[config.mk]
export PLATFORM = sky130hd
export DESIGN_NAME = bfsa_cell
export DESIGN_NICKNAME = d
export VERILOG_FILES = /design/src/hdl/bfsa_pkg.sv /design/src/hdl/bfsa_cell.sv
export SDC_FILE = /design/constraint.sdc
export NUM_CORES = 1
export LEC_CHECK = 0
export CORE_UTILIZATION = 32
export CTS_CLUSTER_SIZE = 12
export DETAILED_ROUTE_END_ITERATION = 12
export DONT_BUFFER_PORTS = 1
export GPL_TIMING_DRIVEN = 0
export SLEW_MARGIN = 20
export SYNTH_ARGS = -nofsm -noshare
export SYNTH_HDL_FRONTEND = slang
export SYNTH_SLANG_ARGS = --single-unit
[constraint.sdc]
create_clock -name clock -period 2.95 [get_ports clock]
set_clock_uncertainty 0.05 [all_clocks]
set_input_delay 0.7375 -clock clock [delete_from_list [all_inputs] [get_ports clock]]
set_output_delay 0.7375 -clock clock [all_outputs]
set_load 0.02 [all_outputs]
[src/hdl/bfsa_pkg.sv]
// Shared types and constants for the best-fit segment allocator.
// No dependencies; every other file of the block imports this package.
package bfsa_pkg;

   localparam int MEM_UNITS_DEF = 2048;
   localparam int MAX_SEG_DEF   = 32;

   localparam int OWNER_W  = 8;
   localparam int REQ_W    = 12;
   localparam int STATUS_W = 2;
   localparam int ADDR_W   = 11;

   localparam logic CMD_ALLOC = 1'b0;
   localparam logic CMD_FREE  = 1'b1;

   typedef enum logic [STATUS_W-1:0] {
      ST_DONE    = 2'd0,
      ST_NOFIT   = 2'd1,
      ST_FULL    = 2'd2,
      ST_NOOWNER = 2'd3
   } status_type;

   // Table update broadcast to every cell
   typedef enum logic [1:0] {
      OP_NOP     = 2'd0,
      OP_ALLOC   = 2'd1,
      OP_RELEASE = 2'd2,
      OP_MERGE   = 2'd3
   } op_code_type;

   typedef struct packed {
      op_code_type          code;
      logic                 split;
      logic                 free_mode;
      logic [OWNER_W-1:0]   owner;
      logic [REQ_W-1:0]     req;
   } cell_op_type;

   // Flags of the search probe that walks down the chain
   typedef struct packed {
      logic found;
      logic prev_used;
      logic left_free;
      logic right_free;
      logic just_hit;
   } probe_flags_type;

endpackage

[src/hdl/bfsa_cell.sv]
// One entry of the segment table plus one stage of the search probe.
// Depends on bfsa_pkg.
module bfsa_cell import bfsa_pkg::*; #(
   parameter int IDX        = 0,
   parameter int AW         = 11,
   parameter int SW         = 12,
   parameter int IW         = 5,
   parameter int CW         = 6,
   parameter int RESET_SIZE = 0
) (
   input  logic                  clock,
   input  logic                  reset,
   input  cell_op_type           op,
   input  logic [IW-1:0]         op_idx,
   input  logic                  live,
   input  logic [AW-1:0]         left_start,
   input  logic [SW-1:0]         left_size,
   input  logic [OWNER_W-1:0]    left_owner,
   input  logic                  left_used,
   input  logic [AW-1:0]         right_start,
   input  logic [SW-1:0]         right_size,
   input  logic [OWNER_W-1:0]    right_owner,
   input  logic                  right_used,
   input  probe_flags_type       pin_flags,
   input  logic [IW-1:0]         pin_idx,
   input  logic [SW-1:0]         pin_size,
   input  logic [AW-1:0]         pin_start,
   output probe_flags_type       pout_flags,
   output logic [IW-1:0]         pout_idx,
   output logic [SW-1:0]         pout_size,
   output logic [AW-1:0]         pout_start,
   output logic [AW-1:0]         seg_start,
   output logic [SW-1:0]         seg_size,
   output logic [OWNER_W-1:0]    seg_owner,
   output logic                  seg_used
);

   logic [AW-1:0]      start_ff, start_in;
   logic [SW-1:0]      size_ff, size_in;
   logic [OWNER_W-1:0] owner_ff, owner_in;
   logic               used_ff, used_in;

   probe_flags_type    pflags_ff, pflags_in;
   logic [IW-1:0]      pidx_ff, pidx_in;
   logic [SW-1:0]      psize_ff, psize_in;
   logic [AW-1:0]      pstart_ff, pstart_in;

   logic [CW-1:0] my_pos, at_idx, at_next;
   logic [SW-1:0] req_ext, split_start;

   assign my_pos  = CW'(IDX);
   assign at_idx  = CW'(op_idx);
   assign at_next = at_idx + CW'(1);
   assign req_ext = SW'(op.req);
   assign split_start = SW'(left_start) + req_ext;

   // Entry update
   always_comb begin
      start_in = start_ff;
      size_in  = size_ff;
      owner_in = owner_ff;
      used_in  = used_ff;
      case (op.code)
         OP_ALLOC: begin
            if (my_pos == at_idx) begin
               size_in  = req_ext;
               used_in  = 1'b1;
               owner_in = op.owner;
            end else if (op.split && my_pos == at_next) begin
               start_in = split_start[AW-1:0];
               size_in  = left_size - req_ext;
               used_in  = 1'b0;
               owner_in = '0;
            end else if (op.split && my_pos > at_next) begin
               start_in = left_start;
               size_in  = left_size;
               // owner and used come from the left neighbour
               owner_in = left_owner;
               used_in  = left_used;
            end
         end
         OP_RELEASE: begin
            if (my_pos == at_idx) begin
               used_in  = 1'b0;
               owner_in = '0;
            end
         end
         OP_MERGE: begin
            if (my_pos == at_idx) begin
               size_in = size_ff + right_size;
            end else if (my_pos > at_idx) begin
               start_in = right_start;
               size_in  = right_size;
               owner_in = right_owner;
               used_in  = right_used;
            end
         end
         default: begin
         end
      endcase
   end

   // Probe stage: best fit on allocate, first owner match on free
   always_comb begin
      pflags_in = pin_flags;
      pidx_in   = pin_idx;
      psize_in  = pin_size;
      pstart_in = pin_start;
      pflags_in.prev_used = used_ff;
      pflags_in.just_hit  = 1'b0;
      if (!op.free_mode) begin
         if (live && !used_ff && size_ff >= req_ext &&
             (!pin_flags.found || size_ff < pin_size)) begin
            pflags_in.found = 1'b1;
            pidx_in   = IW'(IDX);
            psize_in  = size_ff;
            pstart_in = start_ff;
         end
      end else begin
         if (pin_flags.just_hit) begin
            pflags_in.right_free = live && !used_ff;
         end
         if (live && used_ff && owner_ff == op.owner && !pin_flags.found) begin
            pflags_in.found     = 1'b1;
            pflags_in.just_hit  = 1'b1;
            pflags_in.left_free = !pin_flags.prev_used;
            pidx_in   = IW'(IDX);
            psize_in  = size_ff;
            pstart_in = start_ff;
         end
      end
   end

   always_ff @(posedge clock) begin
      if (reset) begin
         start_ff <= '0;
         size_ff  <= SW'(RESET_SIZE);
         owner_ff <= '0;
         used_ff  <= 1'b0;
      end else begin
         start_ff <= start_in;
         size_ff  <= size_in;
         owner_ff <= owner_in;
         used_ff  <= used_in;
      end
   end

   always_ff @(posedge clock) begin
      pflags_ff <= pflags_in;
      pidx_ff   <= pidx_in;
      psize_ff  <= psize_in;
      pstart_ff <= pstart_in;
   end

   assign pout_flags = pflags_ff;
   assign pout_idx   = pidx_ff;
   assign pout_size  = psize_ff;
   assign pout_start = pstart_ff;
   assign seg_start  = start_ff;
   assign seg_size   = size_ff;
   assign seg_owner  = owner_ff;
   assign seg_used   = used_ff;

endmodule

==> results of run 1 <==
## repair_timing
item,in CTS,in global routing
gates resized for setup,2,1
setup buffers,0,0
hold endpoints to repair,0,0
endpoints found under the setup margin,23,3
## power groups by stage
| stage | logic, mW | registers, mW | clock network, mW |
|---|---|---|---|
| after global placement | 0.138 | 0.973 | 0 |
| after CTS | 0.144 | 0.953 | 0.820 |
| after detailed placement | 0.143 | 0.973 | 0 |
| after global routing | 0.164 | 0.956 | 0.868 |
| after floorplan | 0.113 | 0.968 | 0 |
| final | 0.144 | 0.952 | 0.789 |
## routing by layer
layer	share of wire, %	GRT usage [%]
met1	44	21.0
met2	44	26.1
met3	11	7.79
met4	1.2	5.06
met5	0	0
## per-stage QoR
stage / cells / setup WS (ns) / setup TNS [ns]
floorplan: 378 / 0.227 / 0
global placement: 514 / -0.264 / -4.78
detailed placement: 514 / -0.318 / -6.29
CTS: 530 / 0.115 / 0
global route: 530 / 0.0367 / 0
finish: 530 / 0.163 / 0
## state kept, by name, summed over array words and instances, names as in the netlist
register / cells
pout_size: 12
seg_size: 12
pout_start: 11
seg_start: 11
seg_owner: 8
pout_flags: 5
pout_idx: 5
seg_used: 1
## cells in the final DEF (no fill, tap or decap), types with 2 or more instances in the layout
cell       netlist  routed
mux2_4           4       4
clkbuf_8         0       9
nor2_1          29      29
xor2_1          10      10
nand2_1         18      18
a21oi_1         29      29
o21bai_1         4       4
nand3_1         13      13
o211ai_1         4       4
a211oi_1         6       6
ha_1            34      34
mux2_2          19      19
nand2b_1         8       8
clkbuf_1         7       7
o2111ai_1        3       3
clkinv_2         0       2
o2111a_1         2       2
inv_1           33      33
clkinv_4         0       2
o31ai_1          5       5
or3_1            4       4
xnor2_1          6       6
nor3_1           5       5
o21a_1           3       3
mux2i_1          4       4
nand4_1          3       3
o21ai_0         12      12
dfxtp_1         65      64
a31oi_1          2       2
a21o_1           5       5
nor2b_1         14      14
and3_1           2       2
buf_2            2       2
nor4_1           3       3
## logic make-up (layout without fill, tap and decap cells)
kind of cell / Yosys count / count (layout) / synth area share [%]
fa+ha+maj: 35 / 35 / 12.8
buf+inv: 46 / 62 / 5.83
flops: 65 / 65 / 37.4
simple gates: 106 / 106 / 15.4
mux: 27 / 27 / 9.04
compound gates: 83 / 83 / 15.5
xor+xnor: 16 / 16 / 4.03
## final cells by class
type	instances	share of cell area (%)
multi-input cells	267	51.3
flip-flops and latches	65	33.8
well taps	136	4.41
clock buffers	9	3.21
inverters	33	3.21
plain buffers	13	2.04
clock inverters	7	2.01
## how the worst min path moves through the flow
stage | cells past startpoint | to | start | slack [ns]
final | 1 | seg_start[10]$_SDFFE_PP0P_ | reset | 0.40
after global routing | 1 | seg_start[10]$_SDFFE_PP0P_ | reset | 0.39
after CTS | 1 | seg_start[10]$_SDFFE_PP0P_ | reset | 0.39
after detailed placement | 0 | pout_flags[3]$_DFF_P_ | seg_used$_SDFFE_PP0P_ | 0.50
after global placement | 0 | pout_flags[3]$_DFF_P_ | seg_used$_SDFFE_PP0P_ | 0.49
after floorplan | 0 | pout_flags[3]$_DFF_P_ | seg_used$_SDFFE_PP0P_ | 0.44
## worst register-to-register path, cell delays in order, from the launching register on
cell and delay [ns]:
dfxtp_1 0.60, ha_1 0.32, o2111ai_1 0.19, nand3_1 0.13, a2111oi_2 0.48, a31oi_1 0.10, o21ai_2 0.19, buf_6 0.18
buf_12 0.14, mux2_4 0.29
==> flow_metrics.tcl, run 1 <==
set metrics [dict create \
    clock_latency_ns 0.34 \
    r2r_cells 9 \
    area_delta_synth_final_pct 10.9 \
    worstPathCellList "ha_1 > o2111ai_1 > nand3_1 > a2111oi_2 > a31oi_1 > o21ai_2 > buf_6 > buf_12 > mux2_4" \
    crit_fanout 10 \
    synth_enable_flop_cells 0 \
    dr_total_vias 2745 \
    cts_sinks 65 \
    r2r-end "pout_size[10]$_DFF_P_" \
    synth_fp_nets 542 \
    antenna_cells 0 \
    cts_tree "done" \
    avgSynthCellArea_um2 9.20 \
    syn_inst 378 \
    multiInputGateArea_mm2 0.00198 \
    cpMaxStageDelayCell "dfxtp_1" \
    initial_core_util_pct 33.4 \
    start_kind "register" \
    rsz0062_at_grt "false" \
    crit_path_end "pout_size[10]$_DFF_P_" \
    p_leak_nw 1.70 \
    fp.dieW_um 106 \
    yosys_warnings 0 \
    synth_seq_cells 65 \
    yosysMostFrequentCell "dfxtp_1" \
    cts_buffers 9 \
    coreArea_mm2 0.0104 \
    routed_wl_mm 9.34 \
    crit_buf_inv 2 \
    cts_buffer_depth 2 \
    ys_seq_area_share_pct 37.4 \
    grt_pass1_vias 2773 \
    synth-main-ff-cell "dfxtp_1" \
    holdWs_ns 0.404 \
    yosysTopAreaCellShare_pct 37.4 \
    die_area_mm2 0.0113 \
    cts_max_level 3 \
    placedInstanceArea_mm2 0.00365 \
    switching_power_mw 0.518 \
    seqPwrFrac_pct 50.5 \
    maxCapViolations 0 \
    crit_required_ns 3.13 \
    clk_pin_slew_ns 0.08 \
    period_share_pct 94.5 \
    relSlewSlack_pct 62.0 \
    gp_congestion 0.816 \
    slowest_delay_ns 0.60 \
    ios 194 \
    switching_share_pct 27.5 \
    fmax_mhz 359 \
    die_y_um 106 \
    syn_area_mm2 0.00348 \
    cp_num_cells 9 \
    tightest_slew_ns 0.570 \
    async_flop_share_pct 0 \
    power_frac_clock_pct 41.9 \
    ant_nets 0 \
    dr.pass1.iters 4 \
    worst-setup-path-type "register to register" \
    antenna_found_initial 0 \
    hp-class "primary input to register" \
    status "complete, no violations" \
    detail_route.wl_per_cell_um 17.6 \
    crit_start "seg_size[8]$_SDFFE_PP0P_" \
    post-route-util_pct 37.0 \
    crit_path_end_kind "register" \
    final_area_mm2 0.00385 \
    worstPathArrival_ns 2.97 \
    rr_startpoint "seg_size[8]$_SDFFE_PP0P_" \
    nFillCells 1066 \
    cts_root_buf "clkbuf_8" \
    period_minus_slack_ns 2.79 \
    max-vdd-ir-drop_mv 0.221 \
    grt_pass1_wl_mm 14.5 \
    grt_max_degree 14 \
    pwr-share-comb_pct 7.7 \
    postCtsHoldBufs 0 \
    rrSetupSlack_ns 0.16 \
    grt_usage_pct 16.9 \
    grt_overflow_total 0 \
    hpwl_mm 7.24 \
    powerDensity_mw_per_mm2 489 \
    io_buffers 0 \
    yosysTopAreaCell "dfxtp_1" \
    setup_viol_count_final 0 \
    power.total_mw 1.89 \
    ys_top_cells_by_area "dfxtp_1 (37%), ha_1 (12%), mux2_2 (6.2%), a21oi_1 (4.2%), inv_1 (3.6%)" \
    p_int_mw 1.37 \
    critical-path-top-delay-family "compound AO/OA/AOI/OAI gates" \
    drv_slew 0 \
    via_per_inst 5.18 \
    netlist_top_cells_count "dfxtp_1 (65), ha_1 (34), inv_1 (33)" \
    synth_cell_types 51 \
    drt-initial-drc-count 207 \
    regArea_mm2 0.00130 \
    rows 37 \
    finalHoldViolations 0 \
    drive_gt1_share_pct 12.4 \
    drc 0 \
    nNetsFinal 553 \
]
Note: power is estimated with default switching activity, not from simulation.
==> run 2, diff against run 1 <==
--- a/config.mk
+++ b/config.mk
@@ -10,6 +10,8 @@
 export DETAILED_ROUTE_END_ITERATION = 12
 export DONT_BUFFER_PORTS = 1
 export GPL_TIMING_DRIVEN = 0
+export PLACE_DENSITY = 0.5
+export REMOVE_ABC_BUFFERS = 1
 export SLEW_MARGIN = 20
 export SYNTH_ARGS = -nofsm -noshare
 export SYNTH_HDL_FRONTEND = slang
==> run 2 against run 1 <==
Register-to-register slack lost 0.03 ns. Critical path type unchanged. Cell count decreased by 2.1%. Combinational power fell by 16%. First-iteration DRC count shrank 45%. Cell area down 0.75%. Sequential power barely moved. Highest routed layer unchanged. Die area stayed put. Count of clock-buffer cells in the layout did not move. Non-clock buffer count is 11 lower.
==> flow_metrics.tcl, run 2 (synthesis results as in run 1) <==
set metrics [dict create \
    crit_buf_inv 1 \
    cts_sinks 65 \
    detail_route.wl_per_cell_um 16.7 \
    pwr-share-comb_pct 6.5 \
    dr.pass1.iters 4 \
    drv_slew 0 \
    grt_pass1_vias 2569 \
    drive_gt1_share_pct 12.0 \
    most-common-layout-cells "dfxtp_1 (63), ha_1 (34), inv_1 (33)" \
    power_frac_clock_pct 42.2 \
    grt_max_degree 35 \
    cts_buffer_depth 2 \
    worstPathCellList "ha_1 > a211o_1 > a31oi_1 > o31ai_1 > a221oi_1 > o21ai_4 > buf_16 > mux2_4" \
    switching_power_mw 0.495 \
    gp_congestion 0.743 \
    crit_fanout 18 \
    cts_buffers 9 \
    cts_max_level 3 \
    slowest_delay_ns 0.58 \
    ant_nets 0 \
    status "complete, no violations" \
    min_from "reset" \
    rrSetupSlack_ns 0.13 \
    p_leak_nw 1.68 \
    multiInputGateArea_mm2 0.00198 \
    grt_pass1_wl_mm 13.5 \
    dr_total_vias 2622 \
    die_y_um 106 \
    maxCapViolations 0 \
    worstPathArrival_ns 3.00 \
    period_minus_slack_ns 2.82 \
    switching_share_pct 26.6 \
    r2r-end "pout_size[9]$_DFF_P_" \
    grt_usage_pct 15.8 \
    rr_startpoint "seg_size[2]$_SDFFE_PP0P_" \
    coreArea_mm2 0.0104 \
    rows 37 \
    post-route-util_pct 36.7 \
    r2r_cells 8 \
    crit_path_end_kind "register" \
    relSlewSlack_pct 45.1 \
    routed_wl_mm 8.69 \
    power.total_mw 1.86 \
    final_common_cell "dfxtp_1" \
    hp-class "primary input to register" \
    ios 194 \
    crit_required_ns 3.13 \
    nNetsFinal 542 \
    antenna_found_initial 0 \
    hold_end "seg_start[7]$_SDFFE_PP0P_" \
    postCtsHoldBufs 0 \
    finalHoldViolations 0 \
    setup_viol_count_final 0 \
    clk_pin_slew_ns 0.09 \
    cts_root_buf "clkbuf_8" \
    cpMaxStageDelayCell "dfxtp_1" \
    cts_tree "done" \
    die_area_mm2 0.0113 \
    rsz0062_at_grt "false" \
    whs_path_depth 1 \
    clock_latency_ns 0.35 \
    io_buffers 0 \
    max-vdd-ir-drop_mv 0.214 \
    hpwl_mm 6.53 \
    start_kind "register" \
    period_share_pct 95.5 \
    antenna_cells 0 \
    fmax_mhz 355 \
    powerDensity_mw_per_mm2 486 \
    seqPwrFrac_pct 51.3 \
    worst-setup-path-type "register to register" \
    nFillCells 1073 \
    regArea_mm2 0.00130 \
    critical-path-top-delay-family "compound AO/OA/AOI/OAI gates" \
    fp.dieW_um 106 \
    via_per_inst 5.05 \
    tightest_slew_ns 0.823 \
    drc 0 \
    grt_overflow_total 0 \
    initial_core_util_pct 33.4 \
    area_delta_synth_final_pct 10.1 \
    drt-initial-drc-count 114 \
    p_int_mw 1.36 \
]
==> run 2: power groups by stage <==
stage | sequential, mW | combinational, mW | clock [mW]
after floorplan | 0.968 | 0.100 | 0
after global placement | 0.974 | 0.117 | 0
after detailed placement | 0.974 | 0.120 | 0
after CTS | 0.954 | 0.122 | 0.817
after global routing | 0.956 | 0.138 | 0.857
final | 0.952 | 0.121 | 0.785
==> run 2: worst max-delay path by stage <==
stage	from	cells past startpoint	slack [ns]	to
2_1_floorplan	pin_size[7]	8	-0.29	pout_size[0]$_DFF_P_
3_3_place_gp	pin_size[11]	8	-0.85	pout_start[7]$_DFF_P_
3_5_place_dp	pin_size[11]	9	-0.35	pout_start[6]$_DFF_P_
4_1_cts	seg_size[8]$_SDFFE_PP0P_	8	0.07	pout_start[2]$_DFF_P_
5_1_grt	seg_size[2]$_SDFFE_PP0P_	8	0.05	pout_size[10]$_DFF_P_
6_report	seg_size[2]$_SDFFE_PP0P_	8	0.13	pout_size[9]$_DFF_P_
==> run 2: worst reg2reg max path: stages (launching register included) <==
cell,delay (ns)
dfxtp_1,0.58
ha_1,0.33
a211o_1,0.29
a31oi_1,0.21
o31ai_1,0.14
a221oi_1,0.47
o21ai_4,0.16
buf_16,0.19
mux2_4,0.30
==> run 2: timing repair <==
item	in CTS	in global routing
gates resized for setup	0	2
buffers inserted	1	0
setup endpoints to repair	22	17
pin swaps	1	0
endpoints found under the hold margin	0	0
==> run 2: metrics by stage <==
step | instance area (um2) | hold WS [ns] | worst slack [ns] | cells | setup TNS (ns)
2_1_floorplan | 3400 | 0.442 | -0.291 | 365 | -6.50
3_3_place_gp | 3570 | 0.488 | -0.846 | 501 | -22.80
3_5_place_dp | 3600 | 0.496 | -0.354 | 502 | -6.75
4_1_cts | 3820 | 0.384 | 0.0706 | 519 | 0
5_1_grt | 3830 | 0.376 | 0.0456 | 519 | 0
6_report | 3830 | 0.410 | 0.132 | 519 | 0
==> run 2: metal layers <==
layer / wire length [um] / GRT usage, %
met5: 0 / 0
met2: 4180 / 25.3
met1: 3590 / 18.8
met3: 818 / 6.87
met4: 95 / 5.06
==> run 2: area by class of cell <==
type                            instances  area share [%]
Multi-Input combinational cell        267            51.7
Sequential cell                        65            34.1
Tap cell                              136            4.45
Clock buffer                            9            3.24
Inverter                               33            3.24
Clock inverter                          7            2.03
Timing Repair Buffer                    2            1.24
==> run 3, diff against run 2 <==
--- a/config.mk
+++ b/config.mk
@@ -11,7 +11,6 @@
 export DONT_BUFFER_PORTS = 1
 export GPL_TIMING_DRIVEN = 0
 export PLACE_DENSITY = 0.5
-export REMOVE_ABC_BUFFERS = 1
 export SLEW_MARGIN = 20
 export SYNTH_ARGS = -nofsm -noshare
 export SYNTH_HDL_FRONTEND = slang
==> run 3 against run 2 <==
Sequential share of layout area shrank 0.25 points. Power rose by 1.2%. Fmax rose by 1.0%. Sequential power hardly changed. Via count rose by 4.7%. Register-to-register slack better by 0.03 ns. Critical path type unchanged. Largest cell class unchanged.
==> flow_metrics.tcl, run 3 (synthesis results as in run 1) <==
set metrics [dict create \
    io_buffers 0 \
    grt_usage_pct 17.1 \
    drt-initial-drc-count 160 \
    powerDensity_mw_per_mm2 488 \
    ctsResizeCount 2 \
    antenna_found_initial 0 \
    drive_gt1_share_pct 12.7 \
    worst-setup-path-type "register to register" \
    fp.dieW_um 106 \
    cts_buffer_depth 2 \
    die_area_mm2 0.0113 \
    clock_latency_ns 0.34 \
    power.total_mw 1.88 \
    clk_pin_slew_ns 0.08 \
    max-vdd-ir-drop_mv 0.223 \
    placedInstanceArea_mm2 0.00365 \
    crit_fanout 10 \
    crit_path_end_kind "register" \
    fin_setup_tns_ns 0 \
    status "complete, no violations" \
    final_area_mm2 0.00385 \
    routed_wl_mm 9.28 \
    drv_slew 0 \
    hp-class "primary input to register" \
    worstPathArrival_ns 2.96 \
    initial_core_util_pct 33.4 \
    grt_overflow_total 0 \
    drt-met1-wl_mm 3.92 \
    tightest_slew_ns 0.581 \
    dr_total_vias 2744 \
    period_share_pct 94.5 \
    crit_required_ns 3.12 \
    ant_nets 0 \
    cts_buffers 9 \
    final_common_cell "dfxtp_1" \
    area_delta_synth_final_pct 10.9 \
    ios 194 \
    grt_pass1_wl_mm 14.7 \
    period_minus_slack_ns 2.79 \
    p_leak_nw 1.69 \
    die_y_um 106 \
    hpwl_mm 7.19 \
    start_kind "register" \
    rsz0062_at_grt "false" \
    gp_congestion 0.800 \
    grt_max_degree 14 \
    rows 37 \
    nNetsFinal 553 \
    met2_wirelength_mm 4.32 \
    relSlewSlack_pct 61.3 \
    crit_path_end "pout_size[8]$_DFF_P_" \
    top_layer_used "met4" \
    fmax_mhz 359 \
    detail_route.wl_per_cell_um 17.5 \
    dr.pass1.iters 4 \
    rrSetupSlack_ns 0.16 \
    maxCapViolations 0 \
    antenna_cells 0 \
    r2r-end "pout_size[8]$_DFF_P_" \
    cts_sinks 65 \
    r2r_cells 9 \
    grt_pass1_vias 2741 \
    wl_met3_um 939 \
    rr_startpoint "seg_size[10]$_SDFFE_PP0P_" \
    finalHoldViolations 0 \
    most-common-layout-cells "dfxtp_1 (63), ha_1 (34), inv_1 (33)" \
    via_per_inst 5.18 \
    cts_root_buf "clkbuf_8" \
    postCtsHoldBufs 0 \
    crit_start "seg_size[10]$_SDFFE_PP0P_" \
    cts_setup_buffers 0 \
    setup_viol_count_final 0 \
    coreArea_mm2 0.0104 \
    drc 0 \
    cts_tree "done" \
    cts_max_level 3 \
]
-- run 3: changes by cell type in the layout (fill, tap and decap cells not counted), sizes merged --
cell and delta:
buf +4, clkinvlp +1, clkinv -1, clkbuf +7
-- run 3: worst min path at each step --
stage | from | endpoint | slack (ns) | cells past startpoint
CTS | reset | seg_start[10]$_SDFFE_PP0P_ | 0.40 | 1
global route | reset | seg_start[10]$_SDFFE_PP0P_ | 0.39 | 1
finish | reset | seg_start[10]$_SDFFE_PP0P_ | 0.41 | 1
detailed placement | seg_used$_SDFFE_PP0P_ | pout_flags[3]$_DFF_P_ | 0.51 | 0
global placement | seg_used$_SDFFE_PP0P_ | pout_flags[3]$_DFF_P_ | 0.50 | 0
floorplan | seg_used$_SDFFE_PP0P_ | pout_flags[3]$_DFF_P_ | 0.44 | 0
-- run 3: where the power goes --
part / total [mW] / internal, mW / leakage, nW / switching [mW]
Clock: 0.784 / 0.396 / 0.0962 / 0.388
Sequential: 0.952 / 0.904 / 0.537 / 0.0484
Combinational: 0.143 / 0.0640 / 1.06 / 0.0794
-- run 3: cell type report --
type / count / area [um2]
multi-input combinational: 267 / 1980
inverter: 33 / 124
tap: 136 / 170
fill: 1072 / 6560
sequential: 65 / 1300
buffer: 13 / 78.8
clock inverter: 7 / 76.3
clock buffer: 9 / 124
-- run 3: per-layer routing --
layer  vias up  global-route usage [%]
li1       1355                       -
met1      1274                    20.6
met2       105                    28.1
met3        10                    6.93
met4         0                    4.56
met5         -                       0
-- run 3: worst max-delay path, stage by stage, from the launching register on --
cell	delay, ns
dfxtp_1	0.61
ha_1	0.35
o2111ai_1	0.11
nand3_1	0.13
a2111oi_2	0.52
a31oi_1	0.10
o21ai_2	0.19
buf_6	0.18
buf_12	0.14
mux2_4	0.29
-- run 3: metrics by stage --
step,setup WS [ns],hold WS (ns),utilization (%),instances
finish,0.161,0.411,37.0,530
floorplan,0.227,0.442,-,378
global route,0.0192,0.386,37.0,530
global placement,-0.301,0.499,35.0,514
CTS,0.0446,0.396,37.0,530
detailed placement,-0.376,0.515,35.0,514
